[src/rtl/scps_pkg.sv]
// ----------------------------------------------------------------------------
// scps_pkg
// Shared widths, request codes, register indexes, state type and memory
// request structs for the split candidate predictor sampler.
// ----------------------------------------------------------------------------
package scps_pkg;

   localparam int unsigned MAX_PRED_DEF   = 64;
   localparam int unsigned UNIFORM_BITS   = 16;
   localparam int unsigned PROB_FRAC_BITS = 16;

   localparam int unsigned PRED_W = 6;
   localparam int unsigned NODE_W = 16;
   localparam int unsigned UNI_W  = 16;
   localparam int unsigned PROB_W = 17;
   localparam int unsigned CFG_W  = 7;
   localparam int unsigned REQ_W  = 2;
   localparam int unsigned CSR_IDX_W = 1;
   localparam int unsigned CMP_W  = PROB_W + UNIFORM_BITS;

   localparam logic [UNI_W-1:0] UNI_MASK = UNI_W'((64'd1 << UNIFORM_BITS) - 64'd1);

   localparam logic [REQ_W-1:0] REQ_START   = 2'd0;
   localparam logic [REQ_W-1:0] REQ_UNIFORM = 2'd1;
   localparam logic [REQ_W-1:0] REQ_LOAD    = 2'd2;

   localparam logic [CSR_IDX_W-1:0] CSR_FIXED_COUNT = 1'b0;
   localparam logic [CSR_IDX_W-1:0] CSR_PRED_COUNT  = 1'b1;

   localparam logic [CFG_W-1:0] FIXED_COUNT_RST = 7'd0;
   localparam logic [CFG_W-1:0] PRED_COUNT_RST  = 7'd64;

   typedef enum logic {
      ST_IDLE,
      ST_STEP
   } state_type;

   typedef struct packed {
      logic              rd_en;
      logic [PRED_W-1:0] rd_addr_a;
      logic [PRED_W-1:0] rd_addr_b;
      logic              wr_en;
      logic [PRED_W-1:0] wr_addr;
      logic [PRED_W-1:0] wr_data;
   } perm_req_type;

   typedef struct packed {
      logic              rd_en;
      logic [PRED_W-1:0] rd_addr;
      logic              wr_en;
      logic [PRED_W-1:0] wr_addr;
      logic [PROB_W-1:0] wr_data;
   } prob_req_type;

endpackage

[src/rtl/scps_perm_mem.sv]
// ----------------------------------------------------------------------------
// scps_perm_mem
// Permutation store: one write port and two registered read ports.
// ----------------------------------------------------------------------------
module scps_perm_mem #(
   parameter int unsigned DEPTH = scps_pkg::MAX_PRED_DEF
) (
   input  logic                        clock,
   input  scps_pkg::perm_req_type      req,
   output logic [scps_pkg::PRED_W-1:0] rd_data_a,
   output logic [scps_pkg::PRED_W-1:0] rd_data_b
);
   import scps_pkg::*;

   localparam int unsigned AW = (DEPTH > 1) ? $clog2(DEPTH) : 1;

   logic [PRED_W-1:0] mem [DEPTH];
   logic [PRED_W-1:0] rd_a_ff;
   logic [PRED_W-1:0] rd_b_ff;

   always_ff @(posedge clock) begin
      if (req.wr_en) begin
         mem[req.wr_addr[AW-1:0]] <= req.wr_data;
      end
      if (req.rd_en) begin
         rd_a_ff <= mem[req.rd_addr_a[AW-1:0]];
         rd_b_ff <= mem[req.rd_addr_b[AW-1:0]];
      end
   end

   assign rd_data_a = rd_a_ff;
   assign rd_data_b = rd_b_ff;

endmodule

[src/rtl/scps_prob_mem.sv]
// ----------------------------------------------------------------------------
// scps_prob_mem
// Probability store with per-entry valid flags; an entry not loaded since
// reset reads as zero.
// ----------------------------------------------------------------------------
module scps_prob_mem #(
   parameter int unsigned DEPTH = scps_pkg::MAX_PRED_DEF
) (
   input  logic                        clock,
   input  logic                        reset,
   input  scps_pkg::prob_req_type      req,
   output logic [scps_pkg::PROB_W-1:0] rd_data
);
   import scps_pkg::*;

   localparam int unsigned AW = (DEPTH > 1) ? $clog2(DEPTH) : 1;

   logic [PROB_W-1:0] mem [DEPTH];
   logic [PROB_W-1:0] data_ff;
   logic [DEPTH-1:0]  vld_ff;
   logic              hit_ff;

   always_ff @(posedge clock) begin
      if (req.wr_en) begin
         mem[req.wr_addr[AW-1:0]] <= req.wr_data;
      end
      if (req.rd_en) begin
         data_ff <= mem[req.rd_addr[AW-1:0]];
      end
   end

   always_ff @(posedge clock) begin
      if (reset) begin
         vld_ff <= '0;
         hit_ff <= 1'b0;
      end else begin
         if (req.wr_en) begin
            vld_ff[req.wr_addr[AW-1:0]] <= 1'b1;
         end
         if (req.rd_en) begin
            hit_ff <= vld_ff[req.rd_addr[AW-1:0]];
         end
      end
   end

   assign rd_data = hit_ff ? data_ff : '0;

endmodule

[src/rtl/split_candidate_predictor_sampler.sv]
// A candidate from a uniform transaction passes the step state, then drives the rsp_
// ports for one cycle, marked by rsp_valid; the receiver cannot stall. Busy is high
// only in the step state of a launched uniform transaction, which blocks new ones and
// writes back the permutation or advances the walk; start, load and drops skip it.
// Reset: synchronous, active high; clears control, counters and the probability valid
// flags, sets the configuration defaults; memory contents and datapath registers stay.
// ----------------------------------------------------------------------------
// split_candidate_predictor_sampler
// Picks candidate predictors per tree node by a partial Fisher-Yates draw
// over a permutation memory, or by a per-predictor probability walk.
// ----------------------------------------------------------------------------
module split_candidate_predictor_sampler #(
   parameter int unsigned MAX_PRED = scps_pkg::MAX_PRED_DEF
) (
   input  logic                           clock,
   input  logic                           reset,
   input  logic                           start,
   output logic                           busy,
   input  logic [scps_pkg::REQ_W-1:0]     req_type,
   input  logic [scps_pkg::NODE_W-1:0]    req_node_index,
   input  logic                           req_unsplitable,
   input  logic [MAX_PRED-1:0]            req_eligible_mask,
   input  logic [scps_pkg::UNI_W-1:0]     req_uniform,
   input  logic [scps_pkg::PRED_W-1:0]    req_prob_index,
   input  logic [scps_pkg::PROB_W-1:0]    req_prob_value,
   output logic                           rsp_valid,
   output logic [scps_pkg::NODE_W-1:0]    rsp_out_node,
   output logic [scps_pkg::PRED_W-1:0]    rsp_predictor,
   output logic [scps_pkg::UNI_W-1:0]     rsp_out_uniform,
   output logic                           rsp_selected,
   output logic                           rsp_scheduled,
   output logic                           rsp_last,
   input  logic                           csr_we,
   input  logic [scps_pkg::CSR_IDX_W-1:0] csr_index,
   input  logic [scps_pkg::CFG_W-1:0]     csr_wdata
);
   import scps_pkg::*;

   localparam int unsigned PW = (MAX_PRED > 1) ? $clog2(MAX_PRED) : 1;
   localparam int unsigned CW = $clog2(MAX_PRED + 1);
   localparam int unsigned MW = CW + UNI_W;

   state_type         state_ff, state_in;
   logic [CFG_W-1:0]  fixed_count_ff, fixed_count_in;
   logic [CFG_W-1:0]  pred_count_ff, pred_count_in;
   logic [NODE_W-1:0] node_ff, node_in;
   logic [MAX_PRED-1:0] mask_ff, mask_in;
   logic [MAX_PRED-1:0] written_ff, written_in;
   logic              active_ff, active_in;
   logic [CW-1:0]     size_ff, size_in;
   logic [CW-1:0]     remaining_ff, remaining_in;
   logic [CFG_W-1:0]  accepted_ff, accepted_in;
   logic [CW-1:0]     visit_ff, visit_in;
   logic              fixed_step_ff, fixed_step_in;
   logic [PW-1:0]     idx_ff, idx_in;
   logic [PW-1:0]     top_ff, top_in;
   logic [UNI_W-1:0]  uni_ff, uni_in;

   logic              rsp_valid_ff, rsp_valid_in;
   logic [NODE_W-1:0] rsp_node_ff, rsp_node_in;
   logic [PRED_W-1:0] rsp_pred_ff, rsp_pred_in;
   logic [UNI_W-1:0]  rsp_uni_ff, rsp_uni_in;
   logic              rsp_sel_ff, rsp_sel_in;
   logic              rsp_sched_ff, rsp_sched_in;
   logic              rsp_last_ff, rsp_last_in;

   logic              accept;
   logic              fixed_mode;
   logic              go_fixed;
   logic              go_prob;
   logic              launch;
   logic [UNI_W-1:0]  uni_masked;
   logic [CW-1:0]     n_eff;
   logic [MW-1:0]     product;
   logic [PW-1:0]     draw_idx;
   logic [CW-1:0]     top_full;
   logic [PW-1:0]     step_pred;
   logic [PW-1:0]     top_val;
   logic              step_sel;
   logic              step_sched;
   logic              step_last;
   logic [CMP_W-1:0]  cmp_lhs;
   logic [CMP_W-1:0]  cmp_rhs;
   logic [CFG_W-1:0]  accepted_inc;
   logic [CW-1:0]     visit_inc;

   perm_req_type      perm_req;
   prob_req_type      prob_req;
   logic [PRED_W-1:0] perm_rd_a;
   logic [PRED_W-1:0] perm_rd_b;
   logic [PROB_W-1:0] prob_rd;

   scps_perm_mem #(
      .DEPTH(MAX_PRED)
   ) u_perm_mem (
      .clock    (clock),
      .req      (perm_req),
      .rd_data_a(perm_rd_a),
      .rd_data_b(perm_rd_b)
   );

   scps_prob_mem #(
      .DEPTH(MAX_PRED)
   ) u_prob_mem (
      .clock  (clock),
      .reset  (reset),
      .req    (prob_req),
      .rd_data(prob_rd)
   );

   // request decode
   assign accept     = start && (state_ff == ST_IDLE);
   assign fixed_mode = (fixed_count_ff != '0);
   assign go_fixed   = fixed_mode && (remaining_ff != '0);
   assign go_prob    = !fixed_mode && (visit_ff < size_ff);
   assign launch     = accept && (req_type == REQ_UNIFORM) && active_ff
                       && (go_fixed || go_prob);
   assign uni_masked = req_uniform & UNI_MASK;
   assign n_eff      = (pred_count_ff > CFG_W'(MAX_PRED)) ? CW'(MAX_PRED)
                                                         : CW'(pred_count_ff);
   assign product    = MW'(remaining_ff) * MW'(uni_masked);
   assign draw_idx   = PW'(product >> UNIFORM_BITS);
   assign top_full   = remaining_ff - CW'(1);

   // step datapath
   assign top_val      = written_ff[top_ff] ? perm_rd_b[PW-1:0] : top_ff;
   assign cmp_lhs      = CMP_W'({uni_ff, {PROB_FRAC_BITS{1'b0}}});
   assign cmp_rhs      = {prob_rd, {UNIFORM_BITS{1'b0}}};
   assign accepted_inc = accepted_ff + CFG_W'(1);
   assign visit_inc    = visit_ff + CW'(1);

   always_comb begin
      if (fixed_step_ff) begin
         step_pred  = written_ff[idx_ff] ? perm_rd_a[PW-1:0] : idx_ff;
         step_sel   = 1'b1;
         step_sched = mask_ff[step_pred];
         step_last  = (step_sched && (accepted_inc == fixed_count_ff))
                      || (remaining_ff == CW'(1));
      end else begin
         step_pred  = visit_ff[PW-1:0];
         step_sel   = (cmp_lhs < cmp_rhs);
         step_sched = step_sel && mask_ff[step_pred];
         step_last  = (visit_inc >= size_ff);
      end
   end

   // memory requests
   always_comb begin
      perm_req.rd_en     = launch && fixed_mode;
      perm_req.rd_addr_a = PRED_W'(draw_idx);
      perm_req.rd_addr_b = PRED_W'(top_full[PW-1:0]);
      perm_req.wr_en     = (state_ff == ST_STEP) && fixed_step_ff;
      perm_req.wr_addr   = PRED_W'(idx_ff);
      perm_req.wr_data   = PRED_W'(top_val);

      prob_req.rd_en     = launch && !fixed_mode;
      prob_req.rd_addr   = PRED_W'(visit_ff[PW-1:0]);
      prob_req.wr_en     = accept && (req_type == REQ_LOAD)
                           && ({1'b0, req_prob_index} < (PRED_W + 1)'(MAX_PRED));
      prob_req.wr_addr   = req_prob_index;
      prob_req.wr_data   = req_prob_value;
   end

   // next state
   always_comb begin
      state_in = state_ff;
      case (state_ff)
         ST_IDLE: begin
            if (launch) begin
               state_in = ST_STEP;
            end
         end
         ST_STEP: begin
            state_in = ST_IDLE;
         end
         default: begin
            state_in = ST_IDLE;
         end
      endcase
   end

   // outputs
   always_comb begin
      busy            = (state_ff == ST_STEP);
      rsp_valid       = rsp_valid_ff;
      rsp_out_node    = rsp_node_ff;
      rsp_predictor   = rsp_pred_ff;
      rsp_out_uniform = rsp_uni_ff;
      rsp_selected    = rsp_sel_ff;
      rsp_scheduled   = rsp_sched_ff;
      rsp_last        = rsp_last_ff;
   end

   // register updates
   always_comb begin
      fixed_count_in = fixed_count_ff;
      pred_count_in  = pred_count_ff;
      node_in        = node_ff;
      mask_in        = mask_ff;
      written_in     = written_ff;
      active_in      = active_ff;
      size_in        = size_ff;
      remaining_in   = remaining_ff;
      accepted_in    = accepted_ff;
      visit_in       = visit_ff;
      fixed_step_in  = fixed_step_ff;
      idx_in         = idx_ff;
      top_in         = top_ff;
      uni_in         = uni_ff;
      rsp_valid_in   = 1'b0;
      rsp_node_in    = rsp_node_ff;
      rsp_pred_in    = rsp_pred_ff;
      rsp_uni_in     = rsp_uni_ff;
      rsp_sel_in     = rsp_sel_ff;
      rsp_sched_in   = rsp_sched_ff;
      rsp_last_in    = rsp_last_ff;

      if (csr_we) begin
         case (csr_index)
            CSR_FIXED_COUNT: fixed_count_in = csr_wdata;
            CSR_PRED_COUNT:  pred_count_in  = csr_wdata;
            default: begin
            end
         endcase
      end

      if (accept) begin
         case (req_type)
            REQ_START: begin
               node_in      = req_node_index;
               mask_in      = req_eligible_mask;
               written_in   = '0;
               size_in      = n_eff;
               remaining_in = n_eff;
               accepted_in  = '0;
               visit_in     = '0;
               active_in    = !req_unsplitable && (n_eff != '0);
            end
            REQ_UNIFORM: begin
               if (launch) begin
                  fixed_step_in = fixed_mode;
                  idx_in        = draw_idx;
                  top_in        = top_full[PW-1:0];
                  uni_in        = uni_masked;
               end else begin
                  // drop: node not active, pool exhausted or walk finished
                  active_in = 1'b0;
               end
            end
            default: begin
            end
         endcase
      end

      if (state_ff == ST_STEP) begin
         if (fixed_step_ff) begin
            written_in[idx_ff] = 1'b1;
            remaining_in       = top_full;
            if (step_sched) begin
               accepted_in = accepted_inc;
            end
         end else begin
            visit_in = visit_inc;
         end
         if (step_last) begin
            active_in = 1'b0;
         end
         rsp_valid_in = 1'b1;
         rsp_node_in  = node_ff;
         rsp_pred_in  = PRED_W'(step_pred);
         rsp_uni_in   = uni_ff;
         rsp_sel_in   = step_sel;
         rsp_sched_in = step_sched;
         rsp_last_in  = step_last;
      end
   end

   always_ff @(posedge clock) begin
      if (reset) begin
         state_ff       <= ST_IDLE;
         fixed_count_ff <= FIXED_COUNT_RST;
         pred_count_ff  <= PRED_COUNT_RST;
         node_ff        <= '0;
         mask_ff        <= '0;
         written_ff     <= '0;
         active_ff      <= 1'b0;
         size_ff        <= '0;
         remaining_ff   <= '0;
         accepted_ff    <= '0;
         visit_ff       <= '0;
         fixed_step_ff  <= 1'b0;
         rsp_valid_ff   <= 1'b0;
      end else begin
         state_ff       <= state_in;
         fixed_count_ff <= fixed_count_in;
         pred_count_ff  <= pred_count_in;
         node_ff        <= node_in;
         mask_ff        <= mask_in;
         written_ff     <= written_in;
         active_ff      <= active_in;
         size_ff        <= size_in;
         remaining_ff   <= remaining_in;
         accepted_ff    <= accepted_in;
         visit_ff       <= visit_in;
         fixed_step_ff  <= fixed_step_in;
         rsp_valid_ff   <= rsp_valid_in;
      end
   end

   always_ff @(posedge clock) begin
      idx_ff       <= idx_in;
      top_ff       <= top_in;
      uni_ff       <= uni_in;
      rsp_node_ff  <= rsp_node_in;
      rsp_pred_ff  <= rsp_pred_in;
      rsp_uni_ff   <= rsp_uni_in;
      rsp_sel_ff   <= rsp_sel_in;
      rsp_sched_ff <= rsp_sched_in;
      rsp_last_ff  <= rsp_last_in;
   end

`ifndef ASSERT_OFF
   a_rsp_after_step: assert property (@(posedge clock) disable iff (reset)
      rsp_valid |-> $past(state_ff == ST_STEP))
      else $error("result without a preceding step");

   a_step_single: assert property (@(posedge clock) disable iff (reset)
      (state_ff == ST_STEP) |=> (state_ff == ST_IDLE))
      else $error("step lasted more than one cycle");

   a_last_closes: assert property (@(posedge clock) disable iff (reset)
      (rsp_valid && rsp_last) |-> !active_ff)
      else $error("node still open after last result");

   a_pool_bound: assert property (@(posedge clock) disable iff (reset)
      remaining_ff <= size_ff)
      else $error("pool count exceeds node size");
`endif

endmodule

[config.mk]
export PLATFORM = sky130hd
export DESIGN_NAME = split_candidate_predictor_sampler
export DESIGN_NICKNAME = d
export VERILOG_FILES = /design/src/rtl/scps_pkg.sv /design/src/rtl/scps_perm_mem.sv /design/src/rtl/scps_prob_mem.sv /design/src/rtl/split_candidate_predictor_sampler.sv
export SDC_FILE = /design/constraint.sdc
export NUM_CORES = 2
export LEC_CHECK = 0
export BUFFER_PORTS_ARGS = -buffer_cell sky130_fd_sc_hd__buf_2
export CAP_MARGIN = 20
export CORE_MARGIN = 5
export CORE_UTILIZATION = 35
export CTS_BUF_LIST = sky130_fd_sc_hd__clkbuf_16
export DETAILED_ROUTE_END_ITERATION = 6
export SYNTH_ARGS = -nofsm -noshare
export SYNTH_HDL_FRONTEND = slang
export SYNTH_SLANG_ARGS = --single-unit
[constraint.sdc]
create_clock -name clock -period 7.6 [get_ports clock]
set_input_delay 1.14 -clock clock [delete_from_list [all_inputs] [get_ports clock]]
set_output_delay 1.14 -clock clock [all_outputs]
set_load 0.02 [all_outputs]
; ---- After elaboration in Yosys (flattened, before gate mapping)
; Memories as Yosys holds them, arrays and structs flattened. A register that Yosys moved wholly into a read port is not among the register bits.
; Index checks and enable logic that the tools add are counted.
[classes]
bitwise = 4
n_addsub = 3
n_reduce_logical = 27
shift = 0
muxes = 50
n_eq_ne = 4
n_mul = 1
n_lt_le_gt_ge = 11
n_div = 0
[op_table]
columns = cell, n
row1 = two-way mux 64 bit, 4
row2 = OR 64 bit, 2
row3 = two-way mux 7 bit, 14
row4 = "< comparator 6 x 7 -> 1 bit, second input constant", 5
row5 = < comparator 32 x 33 -> 1 bit, 1
row6 = binary-select mux 1 bit (select 6 bit), 5
row7 = multiplier 7 x 16 -> 22 bit, 1
row8 = nonzero test 7 bit, 3
row9 = two-way mux 1 bit, 19
row10 = two-way mux 6 bit, 3
row11 = two-way mux 17 bit, 1
row12 = logical AND 1 bit, 15
row13 = "adder 7 x 1 -> 7 bit, second input constant", 2
row14 = demux 1 bit (select 6 bit), 2
row15 = ">= comparator 6 x 1 -> 1 bit, second input constant", 2
row16 = "== test 7 x 1 -> 1 bit, second input constant", 1
row17 = == test 7 bit, 1
row18 = >= comparator 7 bit, 1
row19 = "> comparator 7 bit, second input constant", 1
row20 = < comparator 7 bit, 1
row21 = "subtractor 7 x 1 -> 7 bit, second input constant", 1
row22 = AND reduction 2 bit, 3
row23 = one-hot mux 1 bit (2 select lines), 2
row24 = AND reduction 3 bit, 1
row25 = 6 further kinds, 9
[word_totals]
romBits = 0
n_memories = 2
register_bits = 324
out_inout_bits = 43
word_cells = 126
latchBits = 0
ram_bits = 1472
inputBits = 134
[mem_list]
columns = memory, depth, width, rd, rd_ports_with_merged_regs, write_ports, line_no
row1 = u_prob_mem.mem, 64, 17, 1, 1, 1, scps_prob_mem.sv:18  ; logic [PROB_W-1:0] mem [DEPTH];
row2 = u_perm_mem.mem, 64, 6, 2, 2, 1, scps_perm_mem.sv:17  ; logic [PRED_W-1:0] mem [DEPTH];

; ---- Depth between registers and ports, before layout
[depth]
ltp_word = 10
depth_mapped = 26
ltp_nobuf = 22

; ---- Modules after synthesis
; A second synthesis with hierarchy kept.
[hier_totals]
cells_unflattened = 4505
hier_area_um2 = 78963.2
[by_module_without_submodules]
columns = module, n_inst, area_per_inst_um2, seq_area_each_um2, cells_per_inst
row1 = scps_prob_mem, 1, 44571.5, 34483.1, 1936
row2 = scps_perm_mem, 1, 18510.3, 11891.4, 968
row3 = split_candidate_predictor_sampler, 1, 15881.5, 5875.6, 1601

; ---- Worst setup path before layout
; No wires, ideal clock.
[synth_path]
path_kind = input to register
startpoint = input req_uniform[5] (netlist bit)
endpoint = register u_perm_mem.rd_a_ff[1], in the netlist u_perm_mem.rd_data_a[1] (read register of u_perm_mem.mem), data pin
stages = 21
t_arrival_ps = 6644
setup_time_ps = 269
setup_slack_ps = 687
t_required_ps = 7331
n_path_buf = 2
path_cell_list = and2_1 fa_1 inv_1 fa_1 inv_1 fa_1 inv_1 fa_1 inv_1 ha_1 a21o_1 a211oi_1 o211ai_1 a21o_1 xor2_2 buf_2 buf_2 mux4_2 a22o_1 a211oi_1 nand4_1
[synth_via]
elab_chain_cells = 1
[synth_rtl]
columns = item, line_no
row1 = "start, declared", split_candidate_predictor_sampler.sv:23  ; input logic [scps_pkg::UNI_W-1:0] req_uniform,
row2 = multiplier 7 x 16 -> 22 bit, split_candidate_predictor_sampler.sv:121  ; assign product = MW'(remaining_ff) * MW'(uni_masked);
row3 = "end, declared", scps_perm_mem.sv:18  ; logic [PRED_W-1:0] rd_a_ff;
; No other way between the ends.
; A chain may end at the register's enable or synchronous reset.

; ---- Worst setup path in the final report
[layout_path]
startpoint = register remaining_ff[2]
endpoint = register u_perm_mem.rd_a_ff[2], in the netlist u_perm_mem.rd_data_a[2] (read register of u_perm_mem.mem), data pin
[layout_via]
elab_chain_cells = 5
elab_cells_between_ends = 6
cone_classes = 1 x mul / 5 x reduce/logical
[layout_rtl]
columns = item, line_no
row1 = "start, declared", split_candidate_predictor_sampler.sv:51  ; logic [CW-1:0] remaining_ff, remaining_in;
row2 = "start signal, assigned", split_candidate_predictor_sampler.sv:302  ; remaining_ff <= remaining_in;
row3 = branches (longest 5 deep; another with multiplier 7 x 16 -> 22 bit), n/a
; Parallel ways; which one is timed is not known.

==> summary by stage <==
Timing
The clock arrives with 82.6 ps of skew. The peak clock frequency supported by timing is 147 MHz. Setup repair after global routing left no endpoint under its margin. The final number of max-transition violations came to 0.

For the final routed database, the setup TNS stands at 0 ps. The setup-violating endpoint count in the final report is 0. The time the worst path needs with I/O delays and setup is 6790 ps. The count of endpoints failing hold in the final timing report is 0. The period utilization is 0.893. In this run the tightest slew margin relative to its limit is 0.210. The worst setup margin is 814 ps.

The actual slew at the worst max-slew pin is 1180 ps. The post-route worst hold slack is between 400 and 500 ps.

Logic synthesis
The register bit total from synthesis is 1,825. The cell area after synthesis is around 0.079 sq mm. The post-synthesis async set-or-reset flop share is 0.

Yosys printed 0 warnings. The share of the Yosys chip area taken by registers is 0.662. The fraction of post-synthesis cell area in the top cell type by area is 0.597. The synthesized design spends more area on one cell type than any other, namely sky130_fd_sc_hd__edfxtp_1. The commonest cells after synthesis are sky130_fd_sc_hd__edfxtp_1, sky130_fd_sc_hd__mux4_2, sky130_fd_sc_hd__nand2_1, sky130_fd_sc_hd__nor2_1, sky130_fd_sc_hd__dfxtp_1. The post-synthesis net count is 4,893. The number of synthesized flops with an enable pin is between 1,500 and 2,000. In this run the mean area of a mapped cell was roughly 17 sq um. The most used flip-flop cell after synthesis is sky130_fd_sc_hd__edfxtp_1. The post-synthesis cell type count is 70. By area the synthesized netlist is led by sky130_fd_sc_hd__edfxtp_1, sky130_fd_sc_hd__mux4_2, sky130_fd_sc_hd__dfxtp_1. The most common cell in the synthesized netlist is sky130_fd_sc_hd__edfxtp_1. The cell count after synthesis is 4,621.

Worst setup path
The required time at the endpoint of the critical path is between 8000 and 9000 ps. STA classifies the critical path startpoint as a register. Data arrives at the worst endpoint at 7350 ps.

Of all nets on the critical path, the largest fanout is 17. The worst setup path is captured at a register. The classification of the worst setup path is reg -> reg.

Power
In this run the static leakage power is roughly 28 nW. In this run the power density over the cells is roughly 230 mW/mm^2. The worst ir drop on vdd is 247 uV.

The sum of internal, switching and leakage power is 20.6 mW.

Global routing
The leftover overflow at the end of global routing is 0. The first global-routing pass estimated ~310 mm of wire. The number of global-route vias before repair is approximately 44,000.

Entering global routing, the biggest net connects 140 pins. In the global route stage, overall resource usage came out at 0.181. The number of antenna violations at the first check in global routing is 19.

Floorplan
For this design the top-level I/O count stands at between 150 and 200. For this configuration, the core starts out at a cell density of 0.351. The initialized floorplan defines 174 standard-cell rows. The die covers roughly 0.24 sq mm. The die width is between 400 and 500 um.

The placeable core area is 0.225 sq mm. The die is roughly 480 um tall.

Job
The total of max-cap violations is 0.

Cells and area
Measured on the finished design, the core utilization comes to 0.403. Leaving out filler cells and counting taps, the final layout contains 8,009. Compared with the post-synthesis result, the final layout area differs by 14.8%. The net total in the final layout is ~5,000. In the final layout, the share of cells above drive strength 1 is 0.267.

The finished cells cover 0.0906 sq mm.

Clocking
The clock slew seen by the registers of the worst setup and hold paths is 70 ps. The cts-stage hold buffer count is 0. The clock drives 1,825 sinks. The maximum buffer depth of the clock tree is 3. The clock tree root driver cell is sky130_fd_sc_hd__clkbuf_16. Clock latency on the worst-skew pair, taken at its later pin, is 850 ps. The count of cells resized by post-cts repair is 0. Counting the buffers created by CTS gives 187.

TritonCTS built the clock tree. The H-tree was split into 4 levels. In this run the post-CTS setup repair buffer count came out at 0.

Status
The flow ran to the end, and the final reports show no timing, DRC or antenna violations.

Drt
For this block, the via count after detailed routing is between 40,000 and 50,000. The remaining design rule violation count is 0. Once detail routing completed, the nets flagged for antenna violations numbered 0.

The wire length per cell after detailed routing is ~27 um. The routed wire length is about 220 mm. Dividing the detail-routed via count by the number of cells gives roughly 5.5. The count of TritonRoute iterations in the first routing pass is 6. The DRC marker count from the first detailed-route iteration is 4,593.

Hold path
The class of the tightest hold or removal check is reg -> reg.

Place
At the placement stage, the worst setup path has a slack of 107 ps. Buffers placed on the I/O ports in this run total 176. The final HPWL from detailed placement is roughly 130 mm. The area after detailed placement is 0.0840 sq mm. The routability-driven placement congestion ratio is roughly 0.9. Once placement completed, the tool counted placed cells totaling 7,634.
==> sequential cells by signal, summed over array words and instances (netlist names), 16 cells and up <==
name,cells
uni_ff,16
rsp_out_uniform,16
u_prob_mem.vld_ff,64
rsp_out_node,16
u_prob_mem.data_ff,17
u_prob_mem.mem,1088
node_ff,16
mask_ff,64
u_perm_mem.mem,384
written_ff,64
==> per-layer routing <==
metal	up-vias	wire, um	track usage
met5	-	99	0
met2	1749	107000	0.301
met1	23100	86200	0.236
met4	14	7430	0.0600
met3	381	16800	0.0405
li1	18700	-	-
==> power breakdown <==
| group | switching [mW] | internal (mW) |
|---|---|---|
| combinational | 0.301 | 0.145 |
| sequential | 0.0252 | 10.9 |
| clock | 3.97 | 5.26 |
==> worst max-delay path, stage by stage (launching register included) <==
cell	delay, ps
sky130_fd_sc_hd__dfxtp_1	530
sky130_fd_sc_hd__buf_4	280
sky130_fd_sc_hd__and2_1	170
sky130_fd_sc_hd__fa_1	450
sky130_fd_sc_hd__fa_1	510
sky130_fd_sc_hd__fa_1	490
sky130_fd_sc_hd__inv_1	50
sky130_fd_sc_hd__fa_1	470
sky130_fd_sc_hd__inv_1	40
sky130_fd_sc_hd__ha_1	260
sky130_fd_sc_hd__o21a_1	210
sky130_fd_sc_hd__o21a_1	180
sky130_fd_sc_hd__o211ai_1	240
sky130_fd_sc_hd__a21oi_1	140
sky130_fd_sc_hd__a21o_1	280
sky130_fd_sc_hd__xor2_4	310
sky130_fd_sc_hd__buf_12	240
sky130_fd_sc_hd__buf_4	250
sky130_fd_sc_hd__mux4_2	520
sky130_fd_sc_hd__a22o_1	280
sky130_fd_sc_hd__nor3_1	450
sky130_fd_sc_hd__nand4_1	140
==> area by class of cell <==
| class | instances | area (sq um) |
|---|---|---|
| fillers | 20200 | 134000 |
| flip-flops and latches | 1825 | 52300 |
| multi-input cells | 2408 | 25500 |
| clock buffers | 189 | 4730 |
| well taps | 2992 | 3740 |
| repair buffers | 333 | 2490 |
| clock inverters | 157 | 1490 |
| inverters | 94 | 353 |
| diodes | 11 | 27.5 |
==> worst paths after layout <==
| path | endpoint | slack [ps] | depth (start not counted) | start |
|---|---|---|---|---|
| worst max-delay path | u_perm_mem.rd_data_a[2] | 810 | 21 | remaining_ff[2] |
| worst min-delay path | rsp_out_node[12] | 420 | 0 | node_ff[12] |
| worst max register to register | u_perm_mem.rd_data_a[2] | 810 | 21 | remaining_ff[2] |
| worst min register to register | rsp_out_node[12] | 420 | 0 | node_ff[12] |
==> cell usage in the layout (no fill, tap or decap), types with 16 or more instances in the layout <==
master | Yosys | layout
sky130_fd_sc_hd__nand2b_1 | 72 | 71
sky130_fd_sc_hd__nand3_1 | 67 | 67
sky130_fd_sc_hd__a21oi_1 | 226 | 225
sky130_fd_sc_hd__dfxtp_1 | 255 | 248
sky130_fd_sc_hd__nor2_4 | 0 | 22
sky130_fd_sc_hd__nand4_1 | 18 | 18
sky130_fd_sc_hd__o21ai_0 | 16 | 16
sky130_fd_sc_hd__fa_1 | 67 | 67
sky130_fd_sc_hd__o22ai_1 | 26 | 26
sky130_fd_sc_hd__ha_1 | 71 | 70
sky130_fd_sc_hd__and2_1 | 78 | 78
sky130_fd_sc_hd__clkbuf_16 | 0 | 189
sky130_fd_sc_hd__nor2_2 | 0 | 44
sky130_fd_sc_hd__xnor2_1 | 19 | 16
sky130_fd_sc_hd__buf_2 | 32 | 175
sky130_fd_sc_hd__buf_12 | 0 | 23
sky130_fd_sc_hd__nor2_1 | 352 | 286
sky130_fd_sc_hd__buf_4 | 11 | 125
sky130_fd_sc_hd__inv_1 | 93 | 134
sky130_fd_sc_hd__mux4_2 | 616 | 616
sky130_fd_sc_hd__mux2i_1 | 74 | 74
sky130_fd_sc_hd__nor2b_1 | 41 | 40
sky130_fd_sc_hd__clkinv_2 | 0 | 27
sky130_fd_sc_hd__a22oi_1 | 33 | 33
sky130_fd_sc_hd__a211oi_1 | 69 | 69
sky130_fd_sc_hd__nand2_1 | 363 | 363
sky130_fd_sc_hd__bufinv_16 | 0 | 21
sky130_fd_sc_hd__clkinv_1 | 1 | 38
sky130_fd_sc_hd__edfxtp_1 | 1570 | 1570
==> cells by family (layout without fill, tap and decap cells) <==
family,Yosys count,after routing,share of synthesized area
AO/OA/AOI/OAI,484,484,0.0397
XOR/XNOR,30,30,0.00342
adder cells (fa/ha/maj),138,138,0.0282
buffers and inverters,388,773,0.0195
flip-flops,1825,1825,0.662
multiplexers,703,703,0.187
other,0,11,0
AND/OR/NAND/NOR,1053,1053,0.0602
Power figures use the tool's default switching activity.
